==> src/design/lz_match_token_encoder_macros.svh <==
// Assertion macros for the match token encoder modules.
// Expects signals named clock and reset in the module that uses them.
`ifndef LZ_MATCH_TOKEN_ENCODER_MACROS_SVH
`define LZ_MATCH_TOKEN_ENCODER_MACROS_SVH

// same-cycle implication, off during reset
`define LZME_ASSERT_NOW(label, ante, cons, msg) \
   label: assert property (@(posedge clock) disable iff (reset) (ante) |-> (cons)) \
      else $error(msg);

// next-cycle implication, off during reset
`define LZME_ASSERT_NEXT(label, ante, cons, msg) \
   label: assert property (@(posedge clock) disable iff (reset) (ante) |=> (cons)) \
      else $error(msg);

`endif

==> src/design/lzme_pkg.sv <==
`timescale 1ns / 1ps
// Shared types and constants for the match token encoder.
// No dependencies.
package lzme_pkg;

   localparam int MAX_MATCH_LEN = 8191;

   localparam int IMG_W     = 24;
   localparam int PIX_W     = 25;
   localparam int LEN_W     = 13;
   localparam int LEN_SAT_W = LEN_W + 1;
   localparam int BYTE_W    = 8;

   localparam int PIX_SHORT_LIMIT  = 4096;
   localparam int PIX_MEDIUM_LIMIT = 131072;
   localparam int SHORT_IMG_L1     = 64;
   localparam int SHORT_IMG_L2     = 16384;
   localparam int SHORT_IMG_L3     = 4194304;
   localparam int FAR_IMG_L1       = 256;
   localparam int FAR_IMG_L2       = 65536;
   localparam int RUN_BYTE         = 255;
   localparam int LEN_FIELD_MAX    = 7;

   localparam int TAIL_MAX   = 5;
   localparam int TAIL_IDX_W = $clog2(TAIL_MAX);
   localparam int TAIL_CNT_W = $clog2(TAIL_MAX + 1);

   localparam int QUEUE_DEPTH = 2;
   localparam int QUEUE_PTR_W = $clog2(QUEUE_DEPTH);
   localparam int QUEUE_CNT_W = $clog2(QUEUE_DEPTH + 1);

   typedef struct packed {
      logic [BYTE_W-1:0]                first_byte;
      logic                             len_ext;
      logic [LEN_W-1:0]                 rest;
      logic [BYTE_W-1:0]                pix_byte;
      logic [TAIL_MAX-1:0][BYTE_W-1:0]  tail;
      logic [TAIL_CNT_W-1:0]            tail_cnt;
   } token_type;

   typedef enum logic [1:0] {
      ST_FIRST,
      ST_RUN,
      ST_PIX,
      ST_TAIL
   } back_state_type;

endpackage

==> src/design/lzme_front.sv <==
`timescale 1ns / 1ps
// Front end: accepts a match reference and classifies it into a token
// descriptor for the queue. Depends on lzme_pkg.
module lzme_front (
   input  logic                          req_valid,
   output logic                          req_ready,
   input  logic [lzme_pkg::IMG_W-1:0]    req_image_dist,
   input  logic [lzme_pkg::PIX_W-1:0]    req_pixel_dist,
   input  logic [lzme_pkg::LEN_W-1:0]    req_match_len,
   input  logic                          queue_full,
   output logic                          push,
   output lzme_pkg::token_type           token
);

   logic [lzme_pkg::LEN_W-1:0]                           len;
   logic                                                 is_short;
   logic                                                 is_long;
   logic                                                 far_flag;
   logic [1:0]                                           sel;
   logic [lzme_pkg::TAIL_MAX-1:0][lzme_pkg::BYTE_W-1:0]  base;
   logic [lzme_pkg::TAIL_CNT_W-1:0]                      base_cnt;

   assign req_ready = !queue_full;
   assign push      = req_valid && !queue_full;

   always_comb begin
      if ({1'b0, req_match_len} > lzme_pkg::LEN_SAT_W'(lzme_pkg::MAX_MATCH_LEN)) begin
         len = lzme_pkg::LEN_W'(lzme_pkg::MAX_MATCH_LEN);
      end else begin
         len = req_match_len;
      end
   end

   assign is_short = req_pixel_dist < lzme_pkg::PIX_W'(lzme_pkg::PIX_SHORT_LIMIT);
   assign is_long  = req_pixel_dist >= lzme_pkg::PIX_W'(lzme_pkg::PIX_MEDIUM_LIMIT);
   assign far_flag = !is_short;

   always_comb begin
      if (is_short) begin
         priority if (req_image_dist < lzme_pkg::IMG_W'(lzme_pkg::SHORT_IMG_L1)) sel = 2'd0;
         else if (req_image_dist < lzme_pkg::IMG_W'(lzme_pkg::SHORT_IMG_L2)) sel = 2'd1;
         else if (req_image_dist < lzme_pkg::IMG_W'(lzme_pkg::SHORT_IMG_L3)) sel = 2'd2;
         else sel = 2'd3;
         base[0] = {sel, req_image_dist[5:0]};
         base[1] = req_image_dist[13:6];
         base[2] = req_image_dist[21:14];
         base[3] = {6'd0, req_image_dist[23:22]};
         base[4] = '0;
      end else begin
         priority if (req_image_dist == '0) sel = 2'd0;
         else if (req_image_dist < lzme_pkg::IMG_W'(lzme_pkg::FAR_IMG_L1)) sel = 2'd1;
         else if (req_image_dist < lzme_pkg::IMG_W'(lzme_pkg::FAR_IMG_L2)) sel = 2'd2;
         else sel = 2'd3;
         base[0] = {sel, is_long, req_pixel_dist[16:12]};
         base[1] = req_image_dist[7:0];
         base[2] = req_image_dist[15:8];
         base[3] = req_image_dist[23:16];
         base[4] = '0;
      end
      base_cnt = lzme_pkg::TAIL_CNT_W'(sel) + lzme_pkg::TAIL_CNT_W'(1);
   end

   always_comb begin
      if (len < lzme_pkg::LEN_W'(lzme_pkg::LEN_FIELD_MAX)) begin
         token.first_byte = {len[2:0], far_flag, req_pixel_dist[3:0]};
         token.len_ext    = 1'b0;
         token.rest       = '0;
      end else begin
         token.first_byte = {3'(lzme_pkg::LEN_FIELD_MAX), far_flag, req_pixel_dist[3:0]};
         token.len_ext    = 1'b1;
         token.rest       = len - lzme_pkg::LEN_W'(lzme_pkg::LEN_FIELD_MAX);
      end
      token.pix_byte = req_pixel_dist[11:4];
      // a long far reference appends pixel bits 17..24 after the image bytes
      for (int i = 0; i < lzme_pkg::TAIL_MAX; i++) begin
         if (far_flag && is_long && (lzme_pkg::TAIL_CNT_W'(i) == base_cnt)) begin
            token.tail[i] = req_pixel_dist[24:17];
         end else begin
            token.tail[i] = base[i];
         end
      end
      token.tail_cnt = (far_flag && is_long) ? base_cnt + lzme_pkg::TAIL_CNT_W'(1) : base_cnt;
   end

endmodule

==> src/design/lzme_queue.sv <==
`timescale 1ns / 1ps
// Short token queue between the front end and the byte sequencer.
// Depends on lzme_pkg.
module lzme_queue (
   input  logic                 clock,
   input  logic                 reset,
   input  logic                 push,
   input  lzme_pkg::token_type  push_token,
   output logic                 full,
   input  logic                 pop,
   output logic                 head_valid,
   output lzme_pkg::token_type  head
);

   lzme_pkg::token_type                 mem_ff [lzme_pkg::QUEUE_DEPTH];
   logic [lzme_pkg::QUEUE_PTR_W-1:0]    wr_ptr_ff, wr_ptr_in;
   logic [lzme_pkg::QUEUE_PTR_W-1:0]    rd_ptr_ff, rd_ptr_in;
   logic [lzme_pkg::QUEUE_CNT_W-1:0]    count_ff, count_in;

   assign full       = count_ff == lzme_pkg::QUEUE_CNT_W'(lzme_pkg::QUEUE_DEPTH);
   assign head_valid = count_ff != '0;
   assign head       = mem_ff[rd_ptr_ff];

   always_comb begin
      wr_ptr_in = wr_ptr_ff;
      rd_ptr_in = rd_ptr_ff;
      count_in  = count_ff;
      if (push) begin
         wr_ptr_in = (wr_ptr_ff == lzme_pkg::QUEUE_PTR_W'(lzme_pkg::QUEUE_DEPTH - 1))
                     ? '0 : wr_ptr_ff + 1'b1;
      end
      if (pop) begin
         rd_ptr_in = (rd_ptr_ff == lzme_pkg::QUEUE_PTR_W'(lzme_pkg::QUEUE_DEPTH - 1))
                     ? '0 : rd_ptr_ff + 1'b1;
      end
      if (push && !pop) begin
         count_in = count_ff + 1'b1;
      end else if (pop && !push) begin
         count_in = count_ff - 1'b1;
      end
   end

   always_ff @(posedge clock) begin
      if (push) begin
         mem_ff[wr_ptr_ff] <= push_token;
      end
   end

   always_ff @(posedge clock) begin
      if (reset) begin
         wr_ptr_ff <= '0;
         rd_ptr_ff <= '0;
         count_ff  <= '0;
      end else begin
         wr_ptr_ff <= wr_ptr_in;
         rd_ptr_ff <= rd_ptr_in;
         count_ff  <= count_in;
      end
   end

endmodule

==> src/design/lzme_back.sv <==
`timescale 1ns / 1ps
// Back end: walks the head token byte by byte into the output register.
// Depends on lzme_pkg and lz_match_token_encoder_macros.svh.
`include "lz_match_token_encoder_macros.svh"

module lzme_back (
   input  logic                           clock,
   input  logic                           reset,
   input  logic                           head_valid,
   input  lzme_pkg::token_type            head,
   output logic                           pop,
   output logic                           rsp_valid,
   input  logic                           rsp_ready,
   output logic [lzme_pkg::BYTE_W-1:0]    rsp_code_byte,
   output logic                           rsp_last_byte
);

   lzme_pkg::back_state_type            state_ff, state_in;
   logic [lzme_pkg::LEN_W-1:0]          rest_ff, rest_in;
   logic [lzme_pkg::TAIL_IDX_W-1:0]     idx_ff, idx_in;
   logic                                rsp_valid_ff;
   logic [lzme_pkg::BYTE_W-1:0]         rsp_code_byte_ff;
   logic                                rsp_last_byte_ff;
   logic                                emit_ok;
   logic [lzme_pkg::BYTE_W-1:0]         emit_byte;
   logic                                emit_last;

   assign emit_ok       = head_valid && (!rsp_valid_ff || rsp_ready);
   assign rsp_valid     = rsp_valid_ff;
   assign rsp_code_byte = rsp_code_byte_ff;
   assign rsp_last_byte = rsp_last_byte_ff;

   always_comb begin
      state_in  = state_ff;
      rest_in   = rest_ff;
      idx_in    = idx_ff;
      emit_byte = '0;
      emit_last = 1'b0;
      pop       = 1'b0;
      unique case (state_ff)
         lzme_pkg::ST_FIRST: begin
            emit_byte = head.first_byte;
            if (emit_ok) begin
               rest_in  = head.rest;
               idx_in   = '0;
               state_in = head.len_ext ? lzme_pkg::ST_RUN : lzme_pkg::ST_PIX;
            end
         end
         lzme_pkg::ST_RUN: begin
            if (rest_ff >= lzme_pkg::LEN_W'(lzme_pkg::RUN_BYTE)) begin
               emit_byte = lzme_pkg::BYTE_W'(lzme_pkg::RUN_BYTE);
               if (emit_ok) begin
                  rest_in = rest_ff - lzme_pkg::LEN_W'(lzme_pkg::RUN_BYTE);
               end
            end else begin
               emit_byte = rest_ff[lzme_pkg::BYTE_W-1:0];
               if (emit_ok) begin
                  state_in = lzme_pkg::ST_PIX;
               end
            end
         end
         lzme_pkg::ST_PIX: begin
            emit_byte = head.pix_byte;
            if (emit_ok) begin
               state_in = lzme_pkg::ST_TAIL;
            end
         end
         lzme_pkg::ST_TAIL: begin
            emit_byte = head.tail[idx_ff];
            emit_last = lzme_pkg::TAIL_CNT_W'(idx_ff) + lzme_pkg::TAIL_CNT_W'(1)
                        == head.tail_cnt;
            if (emit_ok) begin
               if (emit_last) begin
                  pop      = 1'b1;
                  state_in = lzme_pkg::ST_FIRST;
               end else begin
                  idx_in = idx_ff + 1'b1;
               end
            end
         end
         default: begin
            state_in = lzme_pkg::ST_FIRST;
         end
      endcase
   end

   always_ff @(posedge clock) begin
      if (reset) begin
         state_ff     <= lzme_pkg::ST_FIRST;
         rsp_valid_ff <= 1'b0;
      end else begin
         state_ff <= state_in;
         if (emit_ok) begin
            rsp_valid_ff <= 1'b1;
         end else if (rsp_ready) begin
            rsp_valid_ff <= 1'b0;
         end
      end
   end

   always_ff @(posedge clock) begin
      rest_ff <= rest_in;
      idx_ff  <= idx_in;
      if (emit_ok) begin
         rsp_code_byte_ff <= emit_byte;
         rsp_last_byte_ff <= emit_last;
      end
   end

   `LZME_ASSERT_NOW(a_busy_has_token, state_ff != lzme_pkg::ST_FIRST, head_valid,
      "sequencer mid-token with empty queue")
   `LZME_ASSERT_NOW(a_pop_on_last, pop, emit_ok && emit_last,
      "token popped before its last beat")
   `LZME_ASSERT_NOW(a_tail_idx_range, state_ff == lzme_pkg::ST_TAIL,
      lzme_pkg::TAIL_CNT_W'(idx_ff) < head.tail_cnt, "tail index past tail count")
   `LZME_ASSERT_NEXT(a_last_ends_token, emit_ok && emit_last,
      state_ff == lzme_pkg::ST_FIRST && rsp_valid_ff && rsp_last_byte_ff,
      "last beat did not return sequencer to first byte")

endmodule

==> src/design/lz_match_token_encoder.sv <==
`timescale 1ns / 1ps
// Top level of the LZ match token encoder.
// Depends on lzme_pkg, lzme_front, lzme_queue and lzme_back.
//
// Usage:
//   req_*  : one match reference per beat (image distance, biased pixel
//            distance, biased length), valid/ready.
//   rsp_*  : the reference's code, one byte per beat; rsp_last_byte marks
//            the final byte of each reference.
//   A reference is classified in the cycle it is accepted and parked in a
//   two-entry token queue. The byte sequencer drains the queue head into an
//   output register, one byte per cycle while rsp_ready does not stall it.
// Path: request -> queue entry -> output register for the first byte.
// Throughput: one output byte per cycle while rsp_ready does not stall it;
//   a reference is 3 to 40 bytes with the default length bound, and its
//   length run of 255 bytes is counted down one byte per cycle.
// Reset: empties the queue and the output register, sequencer goes to the
//   first byte; references still held in the queue are dropped.
// Stall: when rsp_ready is low the output byte holds; the queue keeps
//   accepting references until both entries are filled.
module lz_match_token_encoder (
   input  logic                           clock,
   input  logic                           reset,
   input  logic                           req_valid,
   output logic                           req_ready,
   input  logic [lzme_pkg::IMG_W-1:0]     req_image_dist,
   input  logic [lzme_pkg::PIX_W-1:0]     req_pixel_dist,
   input  logic [lzme_pkg::LEN_W-1:0]     req_match_len,
   output logic                           rsp_valid,
   input  logic                           rsp_ready,
   output logic [lzme_pkg::BYTE_W-1:0]    rsp_code_byte,
   output logic                           rsp_last_byte
);

   lzme_pkg::token_type  push_token;
   lzme_pkg::token_type  head;
   logic                 push;
   logic                 full;
   logic                 pop;
   logic                 head_valid;

   lzme_front u_front (
      .req_valid      (req_valid),
      .req_ready      (req_ready),
      .req_image_dist (req_image_dist),
      .req_pixel_dist (req_pixel_dist),
      .req_match_len  (req_match_len),
      .queue_full     (full),
      .push           (push),
      .token          (push_token)
   );

   lzme_queue u_queue (
      .clock      (clock),
      .reset      (reset),
      .push       (push),
      .push_token (push_token),
      .full       (full),
      .pop        (pop),
      .head_valid (head_valid),
      .head       (head)
   );

   lzme_back u_back (
      .clock         (clock),
      .reset         (reset),
      .head_valid    (head_valid),
      .head          (head),
      .pop           (pop),
      .rsp_valid     (rsp_valid),
      .rsp_ready     (rsp_ready),
      .rsp_code_byte (rsp_code_byte),
      .rsp_last_byte (rsp_last_byte)
   );

endmodule
==> config.mk <==
export PLATFORM = sky130hd
export DESIGN_NAME = lz_match_token_encoder
export DESIGN_NICKNAME = d
export VERILOG_FILES = /design/src/design/lzme_pkg.sv /design/src/design/lzme_front.sv /design/src/design/lzme_queue.sv /design/src/design/lzme_back.sv /design/src/design/lz_match_token_encoder.sv
export VERILOG_INCLUDE_DIRS = /design/src /design/src/design
export SDC_FILE = /design/constraint.sdc
export NUM_CORES = 1
export LEC_CHECK = 0
export BUFFER_PORTS_ARGS = -buffer_cell sky130_fd_sc_hd__buf_2
export CAP_MARGIN = 25
export CORE_ASPECT_RATIO = 1.75
export CORE_MARGIN = 2
export CORE_UTILIZATION = 60
export DETAILED_ROUTE_END_ITERATION = 10
export PLACE_DENSITY = 0.86
export SLEW_MARGIN = 20
export SYNTH_ARGS = -nofsm -noshare
export SYNTH_HDL_FRONTEND = slang
export SYNTH_SLANG_ARGS = --single-unit
==> constraint.sdc <==
create_clock -name clock -period 4.8 [get_ports clock]
set_input_delay 0.24 -clock clock [delete_from_list [all_inputs] [get_ports clock]]
set_output_delay 0.24 -clock clock [all_outputs]
set_load 0.1 [all_outputs]
==> impl_results.md, run 1 <==
* CTS Sinks at 179
* GP Congestion at 0.962
* Remaining antenna violation count at 0
* Slew Viols, Final at 0
* Sink of the worst hold path: u_queue.mem_ff[1][46]
* CP cell instances: buf_2, nor4_2, and4_1, inv_4, nand2_1, a21oi_4, inv_1, ha_1, nand3_1, o21ai_0, o21ai_0
* Largest cells by area after synthesis: edfxtp_1 (61%), mux2i_1 (4.5%), mux4_2 (4.3%), nor2_1 (2.7%), a21oi_1 (1.9%)
* Sequential element share of the synthesized area at ~63%
* Largest net degree at the start of global routing at 74
* Hold Crit Class: in2reg
* Hold-critical path depth at 1
* # DRC at 0
* Reg2Reg Launch Point: u_back.state_ff[1]
* Via density at around 6.2
* DR vias at 5,527
* TNS Setup at 0 ns
* WL per Instance at 22.5 um
* Std cell rows at 57
* Mapped Nets at 697
* Area grow syn2layout at 13.6%
* Top-count cell post-synth: edfxtp_1
* Met1 usage at 28.7%
* Worst Setup Path Type: in2reg
* GRT Util Overall at 27.9%
* Max incr delay on CP at about 0.63 ns
* CTS buffer count at 17
* Reg clk slew, reported paths at 0.07 ns
* Critical path's top delay family: simple AND/OR/NAND/NOR gates
* Vias in the first global route at 5,655
* Initial antenna violation count at 1
* ANT cells at 0
* Starting Density at around three fifths
* CTS root buf: clkbuf_16
* Drt initial violations at 493
* H-tree lvl count at 4
* Distinct cells, synth at 54
* Worst clock skew at 0.00876 ns
* PwrDens at 445 mW/mm2
* Crit end category: register
* Number of max-cap violations at 0
* CTS tree: yes
* Critical Path AT at 3.03 ns
* Yosys warns at 0
* Die width at ~94 um
* Post-synth top cells: edfxtp_1 (171), nor2_1 (60), nand2_1 (41)
* Worst r2r dst: u_back.rest_ff[0]
* HPWL Detailed at 14.7 mm
* Status: completed
* Clk buf depth at 2
* Async SR Flop Fraction at 0%
* Clk_lat worst skew at 0.43 ns
* Cell Area, Synth at 0.00841 mm2
* Hold Vio Cnt, Final at 0
* Die area at 0.0150 mm2
* Grt met3 use at 4.36%
* Crit-path most repeated cell: o21ai_0
* Port buffer count at 76
* Post-DP Area at 0.00891 mm2
* Core area at 0.0138 mm2
* Worst slew margin at 34.3%
* P_leak at about 3.3 nW
* Maximum vdd drop at about 0.25 mV
* Met2 usage at 52.8%
* RSZ-0062 raised after global routing: false
* Worst path slowest cell: and4_1
* Reg2Reg Depth at 7
* Setup violators final at 0
* GRT overflow at 0
* Syn Inst Count at 620
* Fin crit period at approximately 2.9 ns
* Synth top area share at roughly three fifths
* WL final at around 20 mm
* Worst slew pin tran at 0.985 ns
* Register bit count reported by yosys at 179
* CP Launch Type: input port
* Syn Area/Cell at 13.6 um2
* First-pass GRT wire length at 30.7 mm
* Net count reported at finish at 775
* Reg-to-reg slack, setup at 2.00 ns
* GR peak layer: met2
* Die Height at 161 um
* Worst Path Max Fanout at 18
* Post-route clock period utilization at 60.0%
* # IOs at 77
* Final non-filler cell area at 0.00956 mm2
* PostCTS Resize Cnt at 0
* Cell taking the most area after synthesis: edfxtp_1
* Primary FF master, synth: edfxtp_1
* WP buf/inv at 3
* FMAX at 347 MHz
* HP Start: req_pixel_dist[7]
* Ratio of cells with drive above 1 in the final layout at a little over a fifth
* DRT Pass-1 Iters at 6
* Required time of the worst setup path at 4.95 ns
* Post-synth EDFFs at 171
* Design Power at 4.26 mW
-- cells in the final DEF (no fill, tap or decap), types with 4 or more instances in the layout --
master,count
nand2_1,41
and3_1,4
a22o_1,8
nor2_1,59
a21oi_1,32
or3_1,4
buf_4,7
mux2i_1,38
nand3_1,26
a211oi_1,5
buf_2,76
ha_1,10
mux2_2,11
edfxtp_1,171
nand2b_1,6
a221o_1,11
and2_1,12
inv_8,5
nor4_1,9
a21o_1,8
mux4_2,16
nor3_1,8
dfxtp_1,7
inv_1,14
nor2b_1,7
xnor2_1,11
dlygate4sd3_1,6
o21ai_0,18
xor2_1,14
clkbuf_16,17
-- through the flow --
step	cells	setup slack, ns	hold slack, ns	utilization (%)
6_report	888	1.92	0.0104	69.5
3_5_place_dp	849	1.48	0.433	64.8
4_1_cts	884	1.49	0.000159	69.2
2_1_floorplan	620	0.973	0.339	-
5_1_grt	888	1.55	0.000975	69.5
3_3_place_gp	849	1.54	0.427	64.8
-- final cells by class --
| class | instances | area, um2 |
|---|---|---|
| fill | 923 | 4200 |
| sequential | 179 | 5300 |
| multi-input combinational | 396 | 2910 |
| clock inverter | 13 | 144 |
| tap | 177 | 221 |
| inverter | 15 | 58.8 |
| clock buffer | 19 | 433 |
| timing repair buffer | 89 | 493 |
-- where the power goes --
group          leakage [nW]  internal, mW  switching [mW]
logic                  1.42         0.267           0.594
clock network         0.274         0.736           0.602
registers              1.62          1.95           0.105
-- flip-flops by register name, summed over array words and instances (netlist names), named ones only --
name                  count
u_queue.count_ff          2
u_back.rsp_valid          1
u_back.idx_ff             3
u_queue.mem_ff          146
u_back.state_ff           2
u_back.rsp_code_byte      8
u_queue.rd_ptr_ff         1
u_back.rest_ff           13
u_back.rsp_last_byte      1
u_queue.wr_ptr_ff         1
-- worst max-delay path by stage --
| stage | startpoint | end | slack [ns] | cells after the start |
|---|---|---|---|---|
| 5_1_grt | req_pixel_dist[19] | u_queue.mem_ff[0][3] | 1.55 | 11 |
| 4_1_cts | u_back.state_ff[1] | u_back.rest_ff[0] | 1.49 | 6 |
| 6_report | req_pixel_dist[19] | u_queue.mem_ff[0][3] | 1.92 | 11 |
| 3_3_place_gp | req_pixel_dist[19] | u_queue.mem_ff[0][3] | 1.54 | 11 |
| 2_1_floorplan | u_queue.count_ff[0] | u_queue.mem_ff[0][0] | 0.97 | 3 |
| 3_5_place_dp | req_pixel_dist[19] | u_queue.mem_ff[0][3] | 1.48 | 11 |
-- layer usage --
layer / up-vias / part of all wire [%]
met5: - / 0.055
met1: 2685 / 34
met3: 73 / 4.1
li1: 2524 / -
met4: 2 / 4.9
met2: 243 / 57
-- what timing repair did --
item	in CTS	in global routing
setup buffers	0	0
endpoints found under the hold margin	6	6
hold buffers	3	3
-- logic make-up (layout without fill, tap and decap cells) --
family | after synthesis | count (layout) | synth area share, %
adder cells (fa/ha/maj) | 11 | 11 | 1.64
XOR/XNOR | 25 | 25 | 2.60
flip-flops | 179 | 179 | 62.9
AO/OA/AOI/OAI | 98 | 98 | 8.06
buffers and inverters | 45 | 136 | 2.60
multiplexers | 68 | 68 | 10.8
AND/OR/NAND/NOR | 194 | 194 | 11.4
Power figures use the tool's default switching activity.
==> inputs of run 2 (changes only) <==
ABC_AREA = 1   (was unset)
CORE_UTILIZATION = 54   (was 60)
PLACE_DENSITY = 0.82   (was 0.86)
clock period = 2.5 ns   (was 4.8 ns; I/O delays follow)
==> run 2 against run 1 <==
Register-to-register slack lost 1.7 ns. Global-route usage down 1.8 points. Count of clock-buffer cells in the layout fell by 2. Critical path type is now reg2reg.
==> impl_results.md, run 2 <==
* CTS tree: yes
* Std cell rows at 61
* Die area at 0.0174 mm2
* Pre-CTS setup slack at 0.129 ns
* Via density at between 5 and 6
* Vias in the first global route at roughly 6,900
* Remaining antenna violation count at 0
* Worst Setup Path Type: reg2reg
* Setup violators final at 0
* H-tree lvl count at 4
* Fin crit period at ~2.2 ns
* Fillers at 1,255
* Port buffer count at 76
* Yosys warns at 0
* Crit. Startpoint: u_back.idx_ff[1]
* Post-synth EDFFs at 171
* Slew Viols, Final at 0
* WL per Instance at 18.0 um
* Critical Path AT at 2.52 ns
* Flip-flop count of the largest register after layout at around 150
* # IOs at 77
* Net count reported at finish at between 1,000 and 1,500
* Clk buf depth at 2
* GRT Util Overall at 26.1%
* Die width at around 100 um
* First-pass GRT wire length at 34.5 mm
* Worst r2r dst: u_queue.count_ff[1]
* DRT Pass-1 Iters at 8
* Top-count cell post-synth: nand2_1
* Hold Crit Class: in2reg
* Crit end category: register
* TNS Setup at 0 ns
* Critical Path End: u_queue.count_ff[1]
* Commonest non-fill, non-tap cell in the layout: nand2_1
* Reg clk slew, reported paths at 0.07 ns
* Core area at 0.0160 mm2
* Clk_lat worst skew at 0.43 ns
* PwrDens at about 850 mW/mm2
* Starting Density at 55.1%
* Most frequent cells in the layout: nand2_1 (228), edfxtp_1 (171), nor2_1 (148)
* Die Height at 173 um
* Initial antenna violation count at 0
* Largest cells by area after synthesis: edfxtp_1 (58%), nand2_1 (9.8%), nor2_1 (6.4%), o21ai_0 (4.8%), nand3_1 (3.4%)
* Largest Register: u_queue.mem_ff
* RSZ-0062 raised after global routing: false
* CTS Sinks at 179
* P_leak at about 4.2 nW
* Reg-to-reg slack, setup at between 0.2 and 0.3 ns
* Primary FF master, synth: edfxtp_1
* ANT cells at 0
* Largest net degree at the start of global routing at 75
* Cell taking the most area after synthesis: edfxtp_1
* Worst slew pin tran at 0.578 ns
* Cell Area, Synth at approximately 0.0088 mm2
* Syn Area/Cell at 9.54 um2
* CTS buffer count at 17
* Maximum vdd drop at 0.629 mV
* Worst clock skew at about 0.008 ns
* GP Congestion at 0.897
* Hold Vio Cnt, Final at 0
* Distinct cells, synth at 46
* Final setup margin at 0.296 ns
* # DRC at 0
* Sequential element share of the synthesized area at 60.2%
* Worst slew margin at 61.4%
* HPWL Detailed at 15.8 mm
* Post-synth top cells: nand2_1 (229), edfxtp_1 (171), nor2_1 (150)
* Register bit count reported by yosys at 179
* CTS root buf: clkbuf_16
* Reg2Reg Launch Point: u_back.idx_ff[1]
* Mapped Nets at 999
* WL final at 22.0 mm
* Reg2Reg Depth at 10
* GRT overflow at 0
* Ratio of cells with drive above 1 in the final layout at 16.6%
* Post-route clock period utilization at around nine tenths
* Drt initial violations at 452
* DR vias at 6,910
* Worst Path Max Fanout at 3
* Number of max-cap violations at 0
* Status: completed
* CP Launch Type: register
* FMAX at around 450 MHz
* Synth top area share at 58.4%
* Async SR Flop Fraction at 0%
* Area grow syn2layout at 16.5%
* Required time of the worst setup path at 2.82 ns
* Syn Inst Count at about 900
## run 2: worst min-delay path by stage
stage                            start               endpoint  slack (ns)  cells after the start
finish              req_image_dist[20]  u_queue.mem_ff[0][31]        0.04                      3
global route          req_match_len[9]  u_queue.mem_ff[1][60]        0.06                      3
CTS                 req_image_dist[21]  u_queue.mem_ff[1][32]        0.03                      3
detailed placement               reset       u_back.rsp_valid        0.30                      2
global placement                 reset       u_back.rsp_valid        0.29                      2
floorplan                        reset       u_back.rsp_valid        0.19                      1
## run 2: through the flow
stage / total power, mW / hold slack, ns / std cells / instance area, um2 / utilization, %
CTS: 8.70 / 0.0273 / 1225 / 10200 / 64.1
global placement: 6.00 / 0.295 / 1179 / 9500 / 59.6
finish: 8.70 / 0.0416 / 1226 / 10200 / 64.2
global route: 9.07 / 0.0566 / 1226 / 10200 / 64.2
floorplan: 5.44 / 0.194 / 922 / 8810 / -
detailed placement: 6.08 / 0.300 / 1179 / 9500 / 59.6
## run 2: final cells by class
type	count	area (um2)	share of cell area, %
Clock buffer	17	425	4.15
Clock inverter	15	165	1.61
Inverter	68	263	2.56
Multi-Input combinational cell	640	3100	30.3
Sequential cell	179	5300	51.7
Tap cell	189	236	2.31
Timing Repair Buffer	118	756	7.38
## run 2: power by group
part / leakage, nW / internal [mW] / switching (mW) / total [mW]
sequential: 1.63 / 3.71 / 0.148 / 3.86
combinational: 2.31 / 0.617 / 1.59 / 2.21
clock: 0.284 / 1.42 / 1.21 / 2.63
## run 2: logic make-up after synthesis
group                      share of synthesized area [%]
buffers and inverters                               4.81
and+or+nand+nor                                     22.7
muxes                                              0.797
xor gates and xnor gates                            1.20
DFF                                                 60.2
adders and majority gates                           1.57
AOI/OAI and AO/OA                                   8.68
## run 2: worst max-delay path: stages (launching register included)
cell	delay (ns)
edfxtp_1	0.41
ha_1	0.25
xnor2_2	0.19
nand2_1	0.10
a21oi_1	0.20
nand4_1	0.16
ha_1	0.38
a21oi_1	0.11
o21ai_0	0.12
o21ai_1	0.13
a21oi_1	0.05
## run 2: repair_timing
item,in CTS,in global routing
hold endpoints to repair,25,0
buffers inserted,0,1
hold buffers,14,0
gates resized for setup,0,2
endpoints found under the setup margin,0,1
## run 2: per-layer routing
metal,up-vias,track usage [%],wire [um]
met5,-,0,0
met4,0,13.9,1190
met3,78,3.92,996
met2,254,50.0,12400
met1,3237,25.9,7400
li1,3341,-,-
==> inputs of run 3 (changes only) <==
MAX_ROUTING_LAYER = met4   (was unset)
==> run 3 against run 2 <==
Combinational power hardly changed. Clock skew is 0.0030 ns higher. Die area unchanged. Fmax down 3.9%. Design area decreased by 0.11%. Via count about the same. Critical path depth is the same. Sequential power about the same. Final cell count did not move. Critical path type unchanged. Largest cell class unchanged. Largest power group unchanged. Highest routed layer unchanged.
==> impl_results.md, run 3 (same netlist as run 2, synthesis figures left out) <==
* Design Power at 8.69 mW
* HPWL Detailed at 15.8 mm
* Pint at roughly 5.7 mW
* Worst Setup Path Type: reg2reg
* ANT cells at 0
* Worst clock skew at 0.0109 ns
* # IOs at 77
* Fillers at 1,267
* CTS buffer count at 17
* FMAX at around 440 MHz
* CTS tree: yes
* Clk_lat worst skew at roughly 0.43 ns
* CP Launch Type: register
* Largest Register: u_queue.mem_ff
* Port buffer count at 76
* Vias in the first global route at 6,712
* Area grow syn2layout at 16.4%
* Worst Path Max Fanout at 3
* RSZ-0062 raised after global routing: false
* GRT overflow at 0
* Status: completed
* Sequential Power Share at 44.3%
* Largest net degree at the start of global routing at 73
* CTS root buf: clkbuf_16
* DRT Pass-1 Iters at 5
* Slew Viols, Final at 0
* Net count reported at finish at approximately 1,100
* Initial antenna violation count at 0
* Clk buf depth at 2
* Std cell rows at 61
* Final setup margin at 0.207 ns
* Combinational fraction of design power at 25.4%
* P_leak at 4.23 nW
* Number of max-cap violations at 0
* Clock power frac at a little under a third
* Fin crit period at 2.29 ns
* Die width at around 100 um
* # DRC at 0
* Remaining antenna violation count at 0
* Via density at between 5 and 6
* Commonest non-fill, non-tap cell in the layout: nand2_1
* Die area at 0.0174 mm2
* Hold Vio Cnt, Final at 0
* Die Height at 173 um
* Core area at 0.0160 mm2
* Required time of the worst setup path at approximately 2.8 ns
* WL final at roughly 22 mm
* Hold Crit Class: in2reg
* Drt initial violations at 506
* Sw Share at 33.9%
* Maximum vdd drop at 0.489 mV
* WL per Instance at 17.8 um
* PwrDens at about 850 mW/mm2
* Fin cells at 1,226
* TNS Setup at 0 ns
* Final core utilization at 64.2%
* Most frequent cells in the layout: nand2_1 (228), edfxtp_1 (171), nor2_1 (148)
* Net Sw Power at 2.94 mW
* Reg clk slew, reported paths at 0.07 ns
* First-pass GRT wire length at 34.2 mm
* Pre-CTS setup slack at roughly 0.14 ns
* DR vias at just under 7,000
* Setup Fix Bufs, Post-CTS at 0
* GRT Util Overall at 26.5%
* Placed Cells at approximately 1,200
* Starting Density at 55.1%
* CTS Sinks at ~180
* Setup violators final at 0
* Worst slew margin at 60.1%
* Flip-flop count of the largest register after layout at 146
* Critical Path AT at 2.60 ns
* Post-route clock period utilization at 91.7%
* H-tree lvl count at 4
* GP Congestion at 0.869
* Crit end category: register
* Ratio of cells with drive above 1 in the final layout at 16.5%
* Worst slew pin tran at 0.598 ns
run 3: cell types whose count changed in the layout (fill, tap and decap cells not counted):
cell | before | now
clkinv_2 | 0 | 2
clkinv_4 | 4 | 2
clkinvlp_4 | 2 | 1
inv_8 | 3 | 4
o21ai_0 | 83 | 84
o21ai_1 | 3 | 2
xnor2_1 | 2 | 3
xnor2_2 | 1 | 0
run 3: final timing paths:
kind / startpoint / endpoint / slack (ns) / cells after the start
worst max register to register: u_back.idx_ff[0] / u_queue.count_ff[1] / 0.21 / 10
worst min-delay path: req_match_len[9] / u_queue.mem_ff[0][60] / 0.04 / 3
worst max-delay path: u_back.idx_ff[0] / u_queue.count_ff[1] / 0.21 / 10
worst min register to register: u_queue.count_ff[1] / u_queue.count_ff[1] / 0.52 / 2
run 3: worst max-delay path, stage by stage, from the launching register on:
cell      delay, ns
edfxtp_1       0.40
ha_1           0.25
xnor2_1        0.22
nand2_1        0.10
a21oi_1        0.19
nand4_1        0.17
ha_1           0.36
a21oi_1        0.13
o21ai_0        0.13
o21ai_0        0.16
a21oi_1        0.06
run 3: through the flow:
stage | cell area [um2] | hold WS [ns]
after global placement | 9510 | 0.295
after global routing | 10200 | 0.0535
after floorplan | 8810 | 0.194
after CTS | 10200 | 0.0269
final | 10200 | 0.0408
after detailed placement | 9510 | 0.300
run 3: layout make-up:
cell class	count	area (um2)	share of cell area (%)
Sequential cell	179	5300	51.7
Multi-Input combinational cell	640	3100	30.3
Timing Repair Buffer	118	756	7.38
Clock buffer	17	425	4.16
Inverter	68	263	2.57
Tap cell	189	236	2.31
Clock inverter	15	161	1.58
run 3: power groups by stage:
stage	Sequential (mW)	Clock [mW]	Combinational [mW]
after floorplan	4.28	0	1.16
after global placement	3.90	0	2.10
after detailed placement	3.92	0	2.16
after CTS	3.86	2.63	2.20
after global routing	3.88	2.75	2.41
final	3.85	2.63	2.21
run 3: per-layer routing:
layer	track usage (%)	up-vias	part of all wire [%]
li1	-	3336	-
met1	26.7	3269	35
met2	48.5	245	57
met3	3.88	59	4.0
met4	13.1	0	4.7
met5	-	-	0
run 3: what timing repair did:
item,in CTS,in global routing
gates resized for setup,0,0
hold endpoints to repair,25,0
hold buffers,14,0
